File: config.mk
export PLATFORM = sky130hd
export DESIGN_NAME = idle_gap_frame_assembler
export DESIGN_NICKNAME = d
export VERILOG_FILES = /design/src/hw/rtl/igfa_pkg.sv /design/src/hw/rtl/igfa_ctrl.sv /design/src/hw/rtl/igfa_datapath.sv /design/src/hw/rtl/idle_gap_frame_assembler.sv
export SDC_FILE = /design/constraint.sdc
export NUM_CORES = 1
export LEC_CHECK = 0
export BUFFER_PORTS_ARGS = -buffer_cell sky130_fd_sc_hd__buf_2
export CELL_PAD_IN_SITES_DETAIL_PLACEMENT = 1
export CELL_PAD_IN_SITES_GLOBAL_PLACEMENT = 1
export CORE_MARGIN = 2
export CORE_UTILIZATION = 45
export CTS_CLUSTER_DIAMETER = 60
export CTS_CLUSTER_SIZE = 16
export DETAILED_ROUTE_END_ITERATION = 16
export GPL_ROUTABILITY_DRIVEN = 0
export HOLD_SLACK_MARGIN = 0.03
export PLACE_DENSITY = 0.69
export REMOVE_ABC_BUFFERS = 1
export SLEW_MARGIN = 30
export SYNTH_ARGS = -nofsm -noshare
export SYNTH_HDL_FRONTEND = slang
export SYNTH_HIERARCHICAL = 1
export SYNTH_SLANG_ARGS = --single-unit
File: constraint.sdc
create_clock -name clk -period 3.3 [get_ports clk]
set_clock_uncertainty 0.15 [all_clocks]
set_input_delay 0.66 -clock clk [delete_from_list [all_inputs] [get_ports clk]]
set_output_delay 0.66 -clock clk [all_outputs]
set_load 0.005 [all_outputs]
File: src/hw/rtl/igfa_pkg.sv
// ----------------------------------------------------------------------------
// igfa_pkg
// Shared constants and controller/datapath interface types for the idle gap
// frame assembler.
// ----------------------------------------------------------------------------
package igfa_pkg;

    localparam int FRAME_LEN_DEF = 64;

    localparam logic [7:0] IDLE_TICKS_RST = 8'd5;

    localparam logic OP_BYTE = 1'b0;
    localparam logic OP_TICK = 1'b1;

    typedef struct packed {
        logic cfg_wr;
        logic byte_wr;
        logic tick_dec;
        logic issue;
    } cmd_t;

    typedef struct packed {
        logic timer_zero;
        logic count_zero;
        logic out_free;
        logic issue_last;
    } sts_t;

endpackage

File: src/hw/rtl/igfa_ctrl.sv
// ----------------------------------------------------------------------------
// igfa_ctrl
// Sequencer: accepts items while idle, decodes them into datapath commands
// and walks the frame drain one byte per free output slot.
// ----------------------------------------------------------------------------
module igfa_ctrl
(
    input  logic          clk,
    input  logic          rst_n,
    input  logic          in_valid,
    input  logic          op,
    input  logic          cfg_valid,
    input  igfa_pkg::sts_t sts,
    output logic          in_stall,
    output logic          cfg_ready,
    output igfa_pkg::cmd_t cmd
);

    localparam logic [0:0] ST_IDLE  = 1'b0;
    localparam logic [0:0] ST_DRAIN = 1'b1;

    logic [0:0] state_reg;
    logic [0:0] state_next;
    logic       idle;
    logic       in_take;

    assign idle      = (state_reg == ST_IDLE);
    assign in_take   = in_valid && idle;
    assign in_stall  = !idle;
    assign cfg_ready = idle;

    always_comb
    begin
        cmd            = '0;
        cmd.cfg_wr     = cfg_valid && idle;
        cmd.byte_wr    = in_take && (op == igfa_pkg::OP_BYTE);
        cmd.tick_dec   = in_take && (op == igfa_pkg::OP_TICK) && !sts.timer_zero;
        cmd.issue      = (state_reg == ST_DRAIN) && sts.out_free;
    end

    always_comb
    begin
        state_next = state_reg;
        case (state_reg)
            ST_IDLE:
            begin
                // A tick that finds the timer expired with bytes held starts a drain.
                if (in_take && (op == igfa_pkg::OP_TICK) && sts.timer_zero
                    && !sts.count_zero)
                begin
                    state_next = ST_DRAIN;
                end
            end
            ST_DRAIN:
            begin
                if (cmd.issue && sts.issue_last)
                begin
                    state_next = ST_IDLE;
                end
            end
            default:
            begin
                state_next = ST_IDLE;
            end
        endcase
    end

    always_ff @(posedge clk or negedge rst_n)
    begin
        if (!rst_n)
        begin
            state_reg <= ST_IDLE;
        end
        else
        begin
            state_reg <= state_next;
        end
    end

endmodule

File: src/hw/rtl/igfa_datapath.sv
// ----------------------------------------------------------------------------
// igfa_datapath
// Frame store memory, byte count, idle timer, reload register and the
// registered output stage that the memory read port feeds.
// ----------------------------------------------------------------------------
module igfa_datapath
#(
    parameter int FRAME_LEN = igfa_pkg::FRAME_LEN_DEF
)
(
    input  logic           clk,
    input  logic           rst_n,
    input  igfa_pkg::cmd_t cmd,
    input  logic [7:0]     rx_byte,
    input  logic [7:0]     cfg_data,
    input  logic           out_stall,
    output igfa_pkg::sts_t sts,
    output logic           out_valid,
    output logic [7:0]     frame_byte,
    output logic           frame_last
);

    localparam int SLOTS = FRAME_LEN - 1;
    localparam int CW    = $clog2(FRAME_LEN);
    localparam int AW    = (SLOTS > 1) ? $clog2(SLOTS) : 1;
    localparam logic [CW-1:0] SLOTS_C = CW'(SLOTS);

    logic [7:0]    mem [SLOTS];
    logic [CW-1:0] byte_count_reg;
    logic [CW-1:0] byte_count_next;
    logic [7:0]    idle_timer_reg;
    logic [7:0]    idle_timer_next;
    logic [7:0]    idle_ticks_reg;
    logic [AW-1:0] rd_idx_reg;
    logic [AW-1:0] rd_idx_next;
    logic          out_valid_reg;
    logic          out_valid_next;
    logic [7:0]    rd_data_reg;
    logic          last_reg;
    logic [AW-1:0] wr_addr;
    logic          is_last;

    // Once the store is full, further bytes land in the final slot.
    assign wr_addr = (byte_count_reg == SLOTS_C) ? AW'(SLOTS - 1) : byte_count_reg[AW-1:0];
    assign is_last = (CW'(rd_idx_reg) == (byte_count_reg - CW'(1)));

    assign sts.timer_zero = (idle_timer_reg == 8'd0);
    assign sts.count_zero = (byte_count_reg == '0);
    assign sts.out_free   = !out_valid_reg || !out_stall;
    assign sts.issue_last = is_last;

    assign out_valid  = out_valid_reg;
    assign frame_byte = rd_data_reg;
    assign frame_last = last_reg;

    always_comb
    begin
        byte_count_next = byte_count_reg;
        idle_timer_next = idle_timer_reg;
        rd_idx_next     = rd_idx_reg;
        out_valid_next  = out_valid_reg;
        if (out_valid_reg && !out_stall)
        begin
            out_valid_next = 1'b0;
        end
        if (cmd.byte_wr)
        begin
            if (byte_count_reg != SLOTS_C)
            begin
                byte_count_next = byte_count_reg + CW'(1);
            end
            idle_timer_next = idle_ticks_reg;
        end
        if (cmd.tick_dec)
        begin
            idle_timer_next = idle_timer_reg - 8'd1;
        end
        if (cmd.issue)
        begin
            out_valid_next = 1'b1;
            if (is_last)
            begin
                rd_idx_next     = '0;
                byte_count_next = '0;
            end
            else
            begin
                rd_idx_next = rd_idx_reg + AW'(1);
            end
        end
    end

    always_ff @(posedge clk or negedge rst_n)
    begin
        if (!rst_n)
        begin
            byte_count_reg <= '0;
            idle_timer_reg <= '0;
            idle_ticks_reg <= igfa_pkg::IDLE_TICKS_RST;
            rd_idx_reg     <= '0;
            out_valid_reg  <= 1'b0;
        end
        else
        begin
            byte_count_reg <= byte_count_next;
            idle_timer_reg <= idle_timer_next;
            rd_idx_reg     <= rd_idx_next;
            out_valid_reg  <= out_valid_next;
            if (cmd.cfg_wr)
            begin
                idle_ticks_reg <= cfg_data;
            end
        end
    end

    always_ff @(posedge clk)
    begin
        if (cmd.byte_wr)
        begin
            mem[wr_addr] <= rx_byte;
        end
    end

    // The read register doubles as the output payload; it only loads when the
    // output slot is free, so a stalled transaction holds.
    always_ff @(posedge clk)
    begin
        if (cmd.issue)
        begin
            rd_data_reg <= mem[rd_idx_reg];
            last_reg    <= is_last;
        end
    end

    a_count_bound: assert property (@(posedge clk) disable iff (!rst_n)
        byte_count_reg <= SLOTS_C)
        else $error("byte count exceeds store depth");

    a_drain_clears: assert property (@(posedge clk) disable iff (!rst_n)
        (cmd.issue && is_last) |=> (byte_count_reg == '0) && (rd_idx_reg == '0))
        else $error("count or read index not cleared after final byte");

    a_issue_free: assert property (@(posedge clk) disable iff (!rst_n)
        cmd.issue |-> (!out_valid_reg || !out_stall))
        else $error("read issued while output stage is occupied");

    a_tick_nonzero: assert property (@(posedge clk) disable iff (!rst_n)
        cmd.tick_dec |-> (idle_timer_reg != 8'd0))
        else $error("idle timer decremented at zero");

    a_issue_held: assert property (@(posedge clk) disable iff (!rst_n)
        cmd.issue |-> (byte_count_reg != '0))
        else $error("read issued with empty store");

endmodule

File: src/hw/rtl/idle_gap_frame_assembler.sv
// A byte or timer-decrement tick is absorbed when accepted; a draining tick
// enters the drain state, which issues one byte per cycle while the output
// is free. Throughput: one item per cycle, except that a drain holds in_stall
// for n bytes plus any output stall, paced by the single frame store read port.
// Reset: count, timer and control clear, idle_ticks returns to 5, and the
// frame store contents are left as they are (never read before written).
// ----------------------------------------------------------------------------
// idle_gap_frame_assembler
// Collects received bytes into a frame and releases the whole frame once the
// line has stayed idle for the configured number of ticks.
// ----------------------------------------------------------------------------
module idle_gap_frame_assembler
#(
    parameter int FRAME_LEN = igfa_pkg::FRAME_LEN_DEF
)
(
    input  logic       clk,
    input  logic       rst_n,
    input  logic       in_valid,
    output logic       in_stall,
    input  logic       op,
    input  logic [7:0] rx_byte,
    output logic       out_valid,
    input  logic       out_stall,
    output logic [7:0] frame_byte,
    output logic       frame_last,
    input  logic       cfg_valid,
    output logic       cfg_ready,
    input  logic [7:0] cfg_data
);

    igfa_pkg::cmd_t cmd;
    igfa_pkg::sts_t sts;

    igfa_ctrl u_ctrl
    (
        .clk       (clk),
        .rst_n     (rst_n),
        .in_valid  (in_valid),
        .op        (op),
        .cfg_valid (cfg_valid),
        .sts       (sts),
        .in_stall  (in_stall),
        .cfg_ready (cfg_ready),
        .cmd       (cmd)
    );

    igfa_datapath
    #(
        .FRAME_LEN (FRAME_LEN)
    )
    u_datapath
    (
        .clk        (clk),
        .rst_n      (rst_n),
        .cmd        (cmd),
        .rx_byte    (rx_byte),
        .cfg_data   (cfg_data),
        .out_stall  (out_stall),
        .sts        (sts),
        .out_valid  (out_valid),
        .frame_byte (frame_byte),
        .frame_last (frame_last)
    );

endmodule

# After elaboration in Yosys (flattened, before gate mapping)

Memories as Yosys holds them, arrays and structs flattened. A register that Yosys moved wholly into a read port is not among the register bits.
Index checks and enable logic that the tools add are counted.

Input bits: 22
Bits in registers: 31
Output and inout bits: 12
Memory bits (writable): 504
Memories kept: 1
Word-level logic and storage cells: 51

Multiplexer cells: 15
Bitwise logic cells: 2
$add $sub $neg: 4
Equal/unequal tests: 3
Reduce and logical (&&, ||, !) cells: 19

Memory list:

| name           | words | width | read ports | clocked after Yosys merged registers in | wr ports | line                | source |
|---|---|---|---|---|---|---|---|
| u_datapath.mem | 63    | 8     | 1          | 1                                       | 1        | igfa_datapath.sv:28 | `logic [7:0] mem [SLOTS];` |

Operators with widths:

| cell                                                               | number |
|---|---|
| 6-bit two-way mux                                                  | 6 |
| 8-bit two-way mux                                                  | 2 |
| 6-bit by 1-bit adder with 6-bit output, second input constant      | 2 |
| 1-bit logical AND                                                  | 10 |
| 8-bit zero test                                                    | 1 |
| 8-bit by 1-bit subtractor with 8-bit output, second input constant | 1 |
| 6-bit equality test                                                | 1 |
| 6-bit equality test, second input constant                         | 1 |
| 6-bit zero test                                                    | 1 |
| 1-bit two-way mux                                                  | 6 |
| 6-bit inequality test, second input constant                       | 1 |
| 6-bit by 1-bit subtractor with 6-bit output, second input constant | 1 |
| 1-bit zero test                                                    | 4 |
| 2-bit nonzero test                                                 | 2 |
| 1-bit inverter                                                     | 2 |
| 1-bit case mux with 2 select lines                                 | 1 |
| 1-bit logical OR                                                   | 1 |

# Depth between registers and ports, before layout

Gate-level depths: netlist (run 1).

Word-level depth: 7
Gate-level depth with buffers: 11
Mapped depth without buffers: 10

# Cells and area by module

Netlist (run 1), hierarchy kept.

By module, submodules not included:

| module        | area an instance (µm²) | times used | cells an instance | sequential area each (µm²) |
|---|---|---|---|---|
| igfa_datapath | 21,914.8               | 1          | 1,146             | 16,133.0 |
| igfa_ctrl     | 87.6                   | 1          | 8                 | 25.0 |

# Worst setup path after synthesis (run 1)

Ideal clock, no wire load.

Path type: reg-to-reg
Start: register u_datapath.byte_count_reg[0]
End: memory u_datapath.mem[48][0], enable pin
Required time: 2,779 ps
Clock period less this slack: 2,871 ps
Buffers on the path: 2
Slack: 429 ps
Arrival: 2,350 ps
Cell stages (with the launch flop): 9
Setup time: 371 ps
Cells stage by stage: dfrtp_1 > ha_1 > nand2_1 > or3_1 > clkbuf_1 > ha_1 > or3_1 > clkbuf_1 > nor2_1

Cells in the longest elaborated chain, start to end: 2

Ends and longest elaborated chain:

| item                   | line                 | source |
|---|---|---|
| start, declared        | igfa_datapath.sv:29  | `logic [CW-1:0] byte_count_reg;` |
| start signal, assigned | igfa_datapath.sv:105 | `byte_count_reg <= byte_count_next;` |
| 6-bit equality test    | igfa_datapath.sv:44  | `assign wr_addr = (byte_count_reg == SLOTS_C) ? AW'(SLOTS - 1) : byte_count_reg[AW-1:0];` |
| 6-bit two-way mux *    | igfa_datapath.sv:44  |  |
| end, declared          | igfa_datapath.sv:28  |  |

Every way passes the cells marked *; elsewhere a longest branch is shown, timed or not.

# Final worst setup path (run 1)

Start: register u_datapath.byte_count_reg[0]
End: memory u_datapath.mem[62][5], enable pin

The elaborated chain is that of the path after synthesis.

==> impl_results.md, run 1 <==
* Final WS setup at 298.6 ps
* Worst Setup Start Kind: flip-flop
* Finished Layout Cells at between 1500 and 2000
* Ant diodes at 0
* Crit Path Max Fanout at 8
* CTS Buffer Depth at 3
* Vias in the first global route at roughly 12000
* Period utilization at 90.95%
* Overflow after GRT at 0
* Metal1 wirelength at 23.03 mm
* Placed Cells at 1844
* Port Buffers at 33
* Layout area overhead at 12.24%
* Ratio of routed vias to standard cells at 5.944
* Ratio of cells with drive above 1 in the final layout at between 20% and 30%
* Largest net degree at the start of global routing at 64
* Commonest cells after routing, fill and taps aside: edfxtp_1 (513), nor2_1 (98), mux4_2 (96)
* Slew @ Worst Pin at 957.4 ps
* DRT iter0 DRCs at ~950
* Async set-or-reset flop fraction in the synthesized netlist at 5.525%
* Pre-CTS setup slack at around 64 ps
* Slew HR at 35.94%
* Top FF cell, synth: edfxtp_1
* Critical Path RT at 3430 ps
* Slew Limit Fails at 0
* RSZ-0062 raised after global routing: false
* Core Util, Final at 50.77%
* Largest register FFs at 504
* H-Tree Level Count at 2
* Die height at 225.1 µm
* Drt first pass iters at 5
* Pwr/cell area at 787.3 nW/µm²
* Routed WL at 53.37 mm
* CTS root buffer: clkbuf_16
* Highest Signal Layer: met5
* TritonCTS Buffers at 44
* Max Cap Viol at 0
* Commonest non-fill, non-tap cell in the layout: edfxtp_1
* Initial antenna violation count at 2
* Nets at 1297
* Max VDD drop at 0.0005089 V
* Kind of end point of the critical path: flip-flop
* CTS Sinks at between 500 and 600
* Initial Utilization at around 45%
* Minimum clock period at between 3000 and 4000 ps
* Final setup vio count at 0
* IO Pins at 34
* Mean Syn Cell Area at 19.07 µm²
* CTS tree: yes
* DP HPWL at between 30 and 40 mm
* Largest register by flop count: u_datapath/mem
* Netlist cell types at 66
* Synth Cell Area at 22000 µm²
* #FFs+latches synth at 543
* Syn Inst Count at 1154
* Status: completed
* Kind of critical path: reg -> reg
* Routed len/inst at 27.90 µm
* FP Rows at a little over 80
* GR Util All Layers at about 22%
* Arrival time at the worst endpoint at 3130 ps
* First-pass GRT wire length at 79.50 mm
* Met2 WL at ~26 mm
* Sequential area share after synthesis at between 70% and 80%
* Via count at between 10000 and 15000
* Worst min path class: in -> reg
* Die ar. at around 50000 µm²
* Core area at 48650 µm²
* Met3 WL post-DR at 2.760 mm
* Lkg Pwr at 8.071 nW
* ANT nets after route at 0
* Die W at between 200 and 250 µm
* YS warnings at 6
* Number of flops mapped to enable cells by yosys at 513
* Final hold vios at 0
* Residual DRC at 0
* Clock transition at the registers of the reported paths at 70 ps
* Clock latency on the worst-skew pair at ~570 ps
* Highest attainable clock frequency at 333.2 MHz
-- path summary, 6_finish.rpt --
path	from	to	slack, ps	cells after the start
max reg2reg	u_datapath/byte_count_reg[0]	u_datapath/mem[62][5]	300	7
max in group asynchronous	rst_n	u_datapath/rd_idx_reg[3]	1930	2
min reg2reg	u_datapath/idle_timer_reg[0]	u_datapath/idle_timer_reg[0]	330	1
min	out_stall	u_datapath/out_valid	180	3
max	u_datapath/byte_count_reg[0]	u_datapath/mem[62][5]	300	7
min in group asynchronous	rst_n	u_datapath/byte_count_reg[1]	530	2
-- stage by stage --
step | instance area [µm²] | total power, W | hold slack, ps | TNS, ps
CTS | 24690 | 0.01961 | 149.6 | 0
global route | 24700 | 0.02023 | 162.1 | 0
floorplan | 21500 | 0.01229 | 214.4 | -40020
detailed placement | 23340 | 0.01448 | 323.5 | 0
global placement | 23340 | 0.01434 | 323.2 | 0
finish | 24700 | 0.01944 | 184.6 | 0
-- final cells by class --
cell class              count  area, µm²
repair buffers            134       1051
inverters                   9      33.78
clock buffers              54       1160
well taps                 622      778.2
multi-input cells         537       5323
flip-flops and latches    543      16170
fillers                  4422      23950
clock inverters            14      178.9
-- what timing repair did --
action / in CTS / in global routing
hold buffers: 1 / 0
buffers inserted: 0 / 0
resized for setup: 0 / 1
hold endpoints to repair: 28 / 0
endpoints found under the setup margin: 0 / 1
-- metal layers --
layer	GRT usage (%)	vias up
met5	0	-
met4	5.747	2
met3	3.846	75
met2	35.61	283
met1	30.39	6126
li1	-	4884
-- synth_stat cells, types with 8 or more instances --
master	count	share of area [%]
nor2_1	100	1.7
dfrtp_1	28	3.2
mux2i_1	39	1.8
mux4_1	15	1.8
o22ai_1	20	0.57
buf_2	14	0.32
a21oi_1	13	0.30
mux4_2	96	9.8
nor2b_1	16	0.45
or3_1	9	0.26
nand2_1	33	0.56
inv_1	8	0.14
o21ai_0	21	0.48
clkbuf_8	9	0.56
nand3_1	16	0.36
nor3_1	8	0.18
mux2_2	23	1.2
edfxtp_1	513	70
nand3b_1	10	0.34
clkbuf_1	15	0.26
a211oi_1	17	0.58
nand2b_1	13	0.37
buf_4	13	0.44
-- cell families (layout without fill, tap and decap cells) --
family	Yosys count	after routing	synth area share, %
buffers and inverters	74	211	2.434
xor gates and xnor gates	11	11	0.4379
and+or+nand+nor	237	237	5.357
adders and majority gates	6	6	0.3412
AOI/OAI and AO/OA	110	110	3.423
DFF	543	543	73.44
muxes	173	173	14.57
-- where the power goes --
group / total (W) / switching [W] / internal (W)
logic: 0.00593 / 0.00327 / 0.00266
clock network: 0.00512 / 0.00237 / 0.00275
registers: 0.00840 / 0.000518 / 0.00788
total: 0.0194 / 0.00616 / 0.0133
-- critical path: stages (launching register included) --
cell and delay [ps]:
dfrtp_1 360, ha_1 250, nand2_1 90, or3_1 440, ha_1 290, nand2b_1 490, nor2_1 410, buf_4 230
(Power assumes the default switching activity.)
==> inputs of run 2 (changes only) <==
--- a/config.mk
+++ b/config.mk
@@ -15,10 +15,10 @@
 export DETAILED_ROUTE_END_ITERATION = 16
 export GPL_ROUTABILITY_DRIVEN = 0
 export HOLD_SLACK_MARGIN = 0.03
+export MAX_ROUTING_LAYER = met4
 export PLACE_DENSITY = 0.69
 export REMOVE_ABC_BUFFERS = 1
 export SLEW_MARGIN = 30
 export SYNTH_ARGS = -nofsm -noshare
 export SYNTH_HDL_FRONTEND = slang
-export SYNTH_HIERARCHICAL = 1
 export SYNTH_SLANG_ARGS = --single-unit
==> constraint.sdc (replaced) <==
create_clock -name clk -period 3.3 [get_ports clk]
set_clock_uncertainty 0.15 [all_clocks]
set_input_delay 0.33 -clock clk [delete_from_list [all_inputs] [get_ports clk]]
set_output_delay 0.33 -clock clk [all_outputs]
set_load 0.005 [all_outputs]
==> run 2 against run 1 <==
Against the previous run: combinational power fell by 39%; cell count fell by 0.16%; routed wire length rose by 4.6%; first-iteration DRC count rose by 38%; global-route usage rose by 2.0 points.
==> impl_results.md, run 2 <==
* Via count at 11470 (+0.84%)
* Syn Inst Count at 1133 (-1.8%)
* H-Tree Level Count at 2 (unchanged)
* Residual DRC at 0 (unchanged)
* IO Pins at 34 (unchanged)
* Synth Cell Area at 21640 µm² (-1.6%)
* FP Rows at 80 (-1.2%)
* Dominant cells by area after synthesis: edfxtp_1 (71%), mux4_2 (12%), dfrtp_1 (3.2%)
* Mean Syn Cell Area at 19.10 µm² (+0.19%)
* TritonCTS Buffers at 44 (unchanged)
* Max Cap Viol at 0 (unchanged)
* #FFs+latches synth at 543 (unchanged)
* Highest attainable clock frequency at 311.7 MHz (-6.4%)
* Max VDD drop at 0.0004443 V (-13%)
* Final hold vios at 0 (unchanged)
* Core area at 47650 µm² (-2.1%)
* Hold Crit Start: rx_byte[5]
* Most used cell, CP: o21ai_0
* Routed WL at 55.82 mm (+4.6%)
* Async set-or-reset flop fraction in the synthesized netlist at 5.525% (unchanged)
* Die height at 223.3 µm (-0.81%)
* Kind of end point of the critical path: flip-flop
* Sequential area share after synthesis at 74.66% (+1.2 points)
* Die W at 223.3 µm (-0.81%)
* Worst min path class: in -> reg
* Nets at 1295 (-0.15%)
* Pre-CTS setup slack at 193.9 ps (+130.3 ps)
* Post-synth top area share at 71.18% (+1.2 points)
* Finished Layout Cells at 1910 (-0.16%)
* Commonest non-fill, non-tap cell in the layout: edfxtp_1
* Kind of critical path: reg -> reg
* Worst flop-to-flop path startpoint: u_datapath.rd_idx_reg[1]
* Fill cells at 4342 (-1.8%)
* Worst Setup Start Kind: flip-flop
* Synth top cells by count: edfxtp_1 (513), mux4_2 (113), nor2_1 (90)
* ANT nets after route at 0 (unchanged)
* Slew HR at 34.24% (-1.7 points)
* Final setup vio count at 0 (unchanged)
* Slew @ Worst Pin at 985.3 ps (+27.94 ps)
* Routed len/inst at 29.22 µm (+4.8%)
* Top FF cell, synth: edfxtp_1
* Area leader, netlist: edfxtp_1
* Minimum clock period at 3208 ps (+206.5 ps)
* Period utilization at 97.21% (+6.3 points)
* Critical Path RT at 3450 ps (+20 ps)
* CTS tree: yes
* GR Util All Layers at 23.72% (+2.0 points)
* Critical Path Source: u_datapath.rd_idx_reg[1]
* Status: completed
* Arrival time at the worst endpoint at 3350 ps (+220 ps)
* Crit-path cells: buf_12 > buf_4 > mux4_2 > a22oi_1 > a21oi_1 > o21ai_0 > o21ai_0
* Clock latency on the worst-skew pair at 580 ps (about the same)
* Top-count cell post-synth: edfxtp_1
* Largest register by flop count: u_datapath.mem
* Netlist cell types at 57 (-14%)
* Initial antenna violation count at 3 (+1)
* Final WS setup at 92.10 ps (-206.5 ps)
* CP max stage delay at 710 ps (+220 ps)
* Placed Cells at 1825 (-1.0%)
* Number of flops mapped to enable cells by yosys at 513 (unchanged)
* Overflow after GRT at 0 (unchanged)
* CTS Buffer Depth at 3 (unchanged)
* Largest register FFs at 504 (unchanged)
* Register area at 16170 µm² (about the same)
* Slew Limit Fails at 0 (unchanged)
* DRT iter0 DRCs at 1310 (+38%)
* First-pass GRT wire length at 82.68 mm (+4.0%)
* Multi-input logic area at 5109 µm² (-4.0%)
* CTS Sinks at 543 (unchanged)
* Crit Path Max Fanout at 35 (+27)
* Vias in the first global route at 12050 (+1.4%)
* Clock transition at the registers of the reported paths at 70 ps (about the same)
* DP HPWL at 36.43 mm (+4.7%)
* YS warnings at 0 (-6)
* Drt first pass iters at 8 (+3)
* Lkg Pwr at 7.925 nW (-1.8%)
* Port Buffers at 33 (unchanged)
* Commonest cells after routing, fill and taps aside: edfxtp_1 (513), mux4_2 (113), buf_4 (107)
* CTS root buffer: clkbuf_16
* Die ar. at 49860 µm² (-1.6%)
* Layout area overhead at 13.51%
* Initial Utilization at 45.42% (+0.19 points)
* Largest net degree at the start of global routing at 64 (unchanged)
* Resized cells post-CTS at 0 (unchanged)
* RSZ-0062 raised after global routing: false
* Pwr/cell area at 678.7 nW/µm² (-14%)
* Max stage delay cell, worst path: dfrtp_4
* Ratio of cells with drive above 1 in the final layout at 26.63% (+0.83 points)
* Ratio of routed vias to standard cells at 6.003 (+0.99%)
[run 2: changes by cell type after synthesis, moves of 11 or more]
cell	previous run	this run
o22ai_1	20	3
nand2_1	33	47
mux4_2	96	113
nand2b_1	13	1
mux2_2	23	12
a211oi_1	17	2
a21oi_1	13	26
clkbuf_1	15	30
a22oi_1	6	24
[run 2: kinds of logic after synthesis]
kind of cell	count (synthesis)	share of synthesized area [%]
flip-flops	543	74.66
AND/OR/NAND/NOR	202	4.151
multiplexers	160	14.38
AO/OA/AOI/OAI	136	4.278
buffers and inverters	78	1.844
XOR/XNOR	7	0.2833
adder cells (fa/ha/maj)	7	0.4047
[run 2: worst paths after layout]
kind / endpoint / slack [ps] / depth (start not counted)
max: u_datapath.frame_byte[2] / 90 / 7
min: u_datapath.mem[28][5] / 130 / 1
max reg2reg: u_datapath.frame_byte[2] / 90 / 7
min reg2reg: u_datapath.out_valid / 360 / 2
max in group asynchronous: u_datapath.rd_idx_reg[1] / 2250 / 2
min in group asynchronous: u_datapath.rd_idx_reg[0] / 200 / 2
[run 2: what timing repair did]
action	4_1_cts	5_1_grt
hold buffers	10	0
buffers inserted	0	0
endpoints found under the hold margin	37	0
[run 2: per-stage QoR]
step / total power [W] / cell area [µm²] / utilization [%] / setup TNS [ps] / hold slack (ps)
floorplan: 0.01054 / 21300 / - / -41180 / -115.6
global placement: 0.01168 / 23120 / 48.52 / 0 / 286.5
detailed placement: 0.01176 / 23130 / 48.54 / 0 / 287.1
CTS: 0.01681 / 24540 / 51.50 / 0 / 106.5
global route: 0.01726 / 24560 / 51.56 / 0 / 123.9
finish: 0.01667 / 24560 / 51.56 / 0 / 134.5
[run 2: critical path: cells and delay by family (launching register included)]
| family | cells | cell delay (ps) |
|---|---|---|
| muxes | 1 | 360 |
| AOI/OAI and AO/OA | 4 | 990 |
| DFF | 1 | 710 |
| buffers and inverters | 2 | 630 |
[run 2: final cells by class]
type,count,share of cell area (%)
sequential,543,65.81
inverter,14,0.2139
timing repair buffer,151,4.676
tap,615,3.132
multi-input combinational,512,20.80
clock inverter,17,0.6010
clock buffer,55,4.737
antenna,3,0.03056
[run 2: power by group]
part | internal (W) | total (W) | switching (W)
registers | 0.00774 | 0.00797 | 0.000233
logic | 0.00162 | 0.00364 | 0.00201
clock network | 0.00261 | 0.00507 | 0.00246
total | 0.0120 | 0.0167 | 0.00470
[run 2: metal layers]
layer,vias to the layer above,GRT usage [%],share of wire [%]
li1,4856,-,-
met1,6134,31.73,42
met2,396,36.97,48
met3,79,5.531,7.0
met4,0,6.366,2.4
met5,-,-,0
==> inputs of run 3 (changes only) <==
--- a/config.mk
+++ b/config.mk
@@ -14,6 +14,7 @@
 export CTS_CLUSTER_SIZE = 16
 export DETAILED_ROUTE_END_ITERATION = 16
 export GPL_ROUTABILITY_DRIVEN = 0
+export GPL_TIMING_DRIVEN = 0
 export HOLD_SLACK_MARGIN = 0.03
 export MAX_ROUTING_LAYER = met4
 export PLACE_DENSITY = 0.69
==> run 3 against run 2 <==
Against the previous run: the run now ends with negative setup slack left; clock power up 0.8%; routed wire length is 4.3% lower; global-route usage fell by 1.2 points; core utilization down 0.20 points; critical path depth shrank 1; cell area fell by 0.39%; sequential power is essentially flat; register-to-register slack lost 260 ps; flip-flop and latch count did not move; first-iteration DRC count down 22%; worst setup slack got worse by 260 ps; sequential share of layout area rose by 0.28 points; largest cell class unchanged; largest power group unchanged; highest routed layer unchanged.
==> impl_results.md, run 3 (synthesis results as in run 2) <==
* Status: finished, violations left
* Failing checks: negative setup slack
* Highest attainable clock frequency at 288.5 MHz (-7.5%)
* Ant diodes at 0 (-3)
* Ratio of routed vias to standard cells at 6.069 (+1.1%)
* Initial antenna violation count at 0 (-3)
* Residual DRC at 0 (unchanged)
* CTS tree: yes
* Pre-CTS setup slack at -669.2 ps (-863.1 ps)
* Slew HR at 35.50% (+1.3 points)
* Clock latency on the worst-skew pair at 580 ps (about the same)
* Vias in the first global route at 11620 (-3.5%)
* Pwr/cell area at 691.8 nW/µm² (+1.9%)
* CP top delay family: simple AND/OR/NAND/NOR gates
* DP HPWL at 32.02 mm (-12%)
* TritonCTS Buffers at 44 (unchanged)
* Slew Limit Fails at 0 (unchanged)
* Period utilization at 105.0% (+7.8 points)
* Overflow after GRT at 0 (unchanged)
* Final setup vio count at 89 (+89)
* Die W at 223.3 µm (unchanged)
* ANT nets after route at 0 (unchanged)
* Critical Path RT at 3360 ps (-90 ps)
* Die height at 223.3 µm (unchanged)
* Most used cell, CP: ha_1
* Port Buffers at 33 (unchanged)
* GR Util All Layers at 22.50% (-1.2 points)
* Largest net degree at the start of global routing at 64 (unchanged)
* Kind of end point of the critical path: flip-flop
* Ratio of cells with drive above 1 in the final layout at 27.25% (+0.62 points)
* FP Rows at 80 (unchanged)
* H-Tree Level Count at 2 (unchanged)
* Initial Utilization at 45.42% (unchanged)
* Finished Layout Cells at 1815 (-5.0%)
* Max VDD drop at 0.0005102 V (+15%)
* Slew @ Worst Pin at 966.5 ps (-18.86 ps)
* First-pass GRT wire length at 78.85 mm (-4.6%)
* Max Cap Viol at 0 (unchanged)
* Kind of critical path: reg -> reg
* Die ar. at 49860 µm² (unchanged)
* Commonest cells after routing, fill and taps aside: edfxtp_1 (513), mux4_2 (113), nand2_1 (47)
* Crit Path Max Fanout at 9 (-74%)
* Core area at 47650 µm² (unchanged)
* Clock transition at the registers of the reported paths at 70 ps (about the same)
* CTS root buffer: clkbuf_16
* Crit-path cells: ha_1 > nand2_1 > or2_2 > ha_1 > or3_2 > nor2_2
* Largest register FFs at 504 (unchanged)
* CTS Sinks at 543 (unchanged)
* Largest register by flop count: u_datapath.mem
* CTS Buffer Depth at 3 (unchanged)
* Final hold vios at 0 (unchanged)
* DRT iter0 DRCs at 1023 (-22%)
* Routed WL at 53.41 mm (-4.3%)
* Final WS setup at -166.2 ps (-258.3 ps)
* Layout area overhead at 13.06%
* RSZ-0062 raised after global routing: true
* Max stage delay cell, worst path: or3_2
* Commonest non-fill, non-tap cell in the layout: edfxtp_1
* Total negative slack at -7083 ps (-7083 ps)
* Routed len/inst at 29.43 µm (+0.69%)
* Worst Setup Start Kind: flip-flop
* Via count at 11020 (-3.9%)
* Arrival time at the worst endpoint at 3530 ps (+180 ps)
* Drt first pass iters at 5 (-3)
* IO Pins at 34 (unchanged)
* CP max stage delay at 740 ps (+30 ps)
* Minimum clock period at 3466 ps (+258.3 ps)
* Lkg Pwr at 7.617 nW (-3.9%)
* Nets at 1214 (-6.3%)
* Placed Cells at 1726 (-5.4%)
* Worst min path class: in -> reg
* CP bufs+invs at 0 (-2)
[run 3: stage by stage]
step           area (µm²)  hold slack (ps)  power, W  util (%)
2_1_floorplan       21300           -115.6   0.01054         -
3_3_place_gp        22230            276.8   0.01101     46.66
3_5_place_dp        22490            277.4   0.01157     47.20
4_1_cts             24220            96.64   0.01694     50.83
5_1_grt             24470            143.9   0.01748     51.36
6_report            24470            112.4   0.01693     51.36
[run 3: final timing paths]
path / start / end / slack (ps) / cells past startpoint
min in group asynchronous: rst_n / u_datapath.idle_ticks_reg[1] / 200 / 2
setup / recovery: u_datapath.byte_count_reg[1] / u_datapath.mem[42][4] / -170 / 6
max in group asynchronous: rst_n / u_datapath.rd_idx_reg[1] / 2260 / 2
setup reg to reg: u_datapath.byte_count_reg[1] / u_datapath.mem[42][4] / -170 / 6
hold / removal: in_valid / u_datapath.idle_timer_reg[6] / 110 / 4
hold reg to reg: u_datapath.idle_ticks_reg[1] / u_datapath.idle_ticks_reg[1] / 360 / 1
[run 3: layout make-up]
type	count	area, µm²
Inverter	14	57.56
Multi-Input combinational cell	512	5379
Tap cell	615	769.5
Timing Repair Buffer	70	775.7
Sequential cell	543	16170
Clock inverter	16	188.9
Clock buffer	45	1126
Fill cell	4264	23180
[run 3: power by group]
part / internal [W] / total, W / switching, W
sequential: 0.00774 / 0.00798 / 0.000241
clock: 0.00271 / 0.00511 / 0.00241
combinational: 0.00177 / 0.00383 / 0.00207
[run 3: metal layers]
layer	part of all wire (%)	global-route usage, %
met1	43	30.41
met2	48	34.76
met3	6.8	4.860
met4	2.6	6.516
met5	0	-
[run 3: worst min-delay path, cell delays in order]
cell      delay (ps)
buf_2             90
nand3b_1         160
nor2_1           140
a211oi_1          70
[run 3: timing repair]
action	in CTS	in global routing
cloned	4	0
hold endpoints to repair	38	0
buffers inserted	5	8
gates resized for setup	44	51
hold buffers	11	0
endpoints found under the setup margin	432	342
pin swaps	2	2
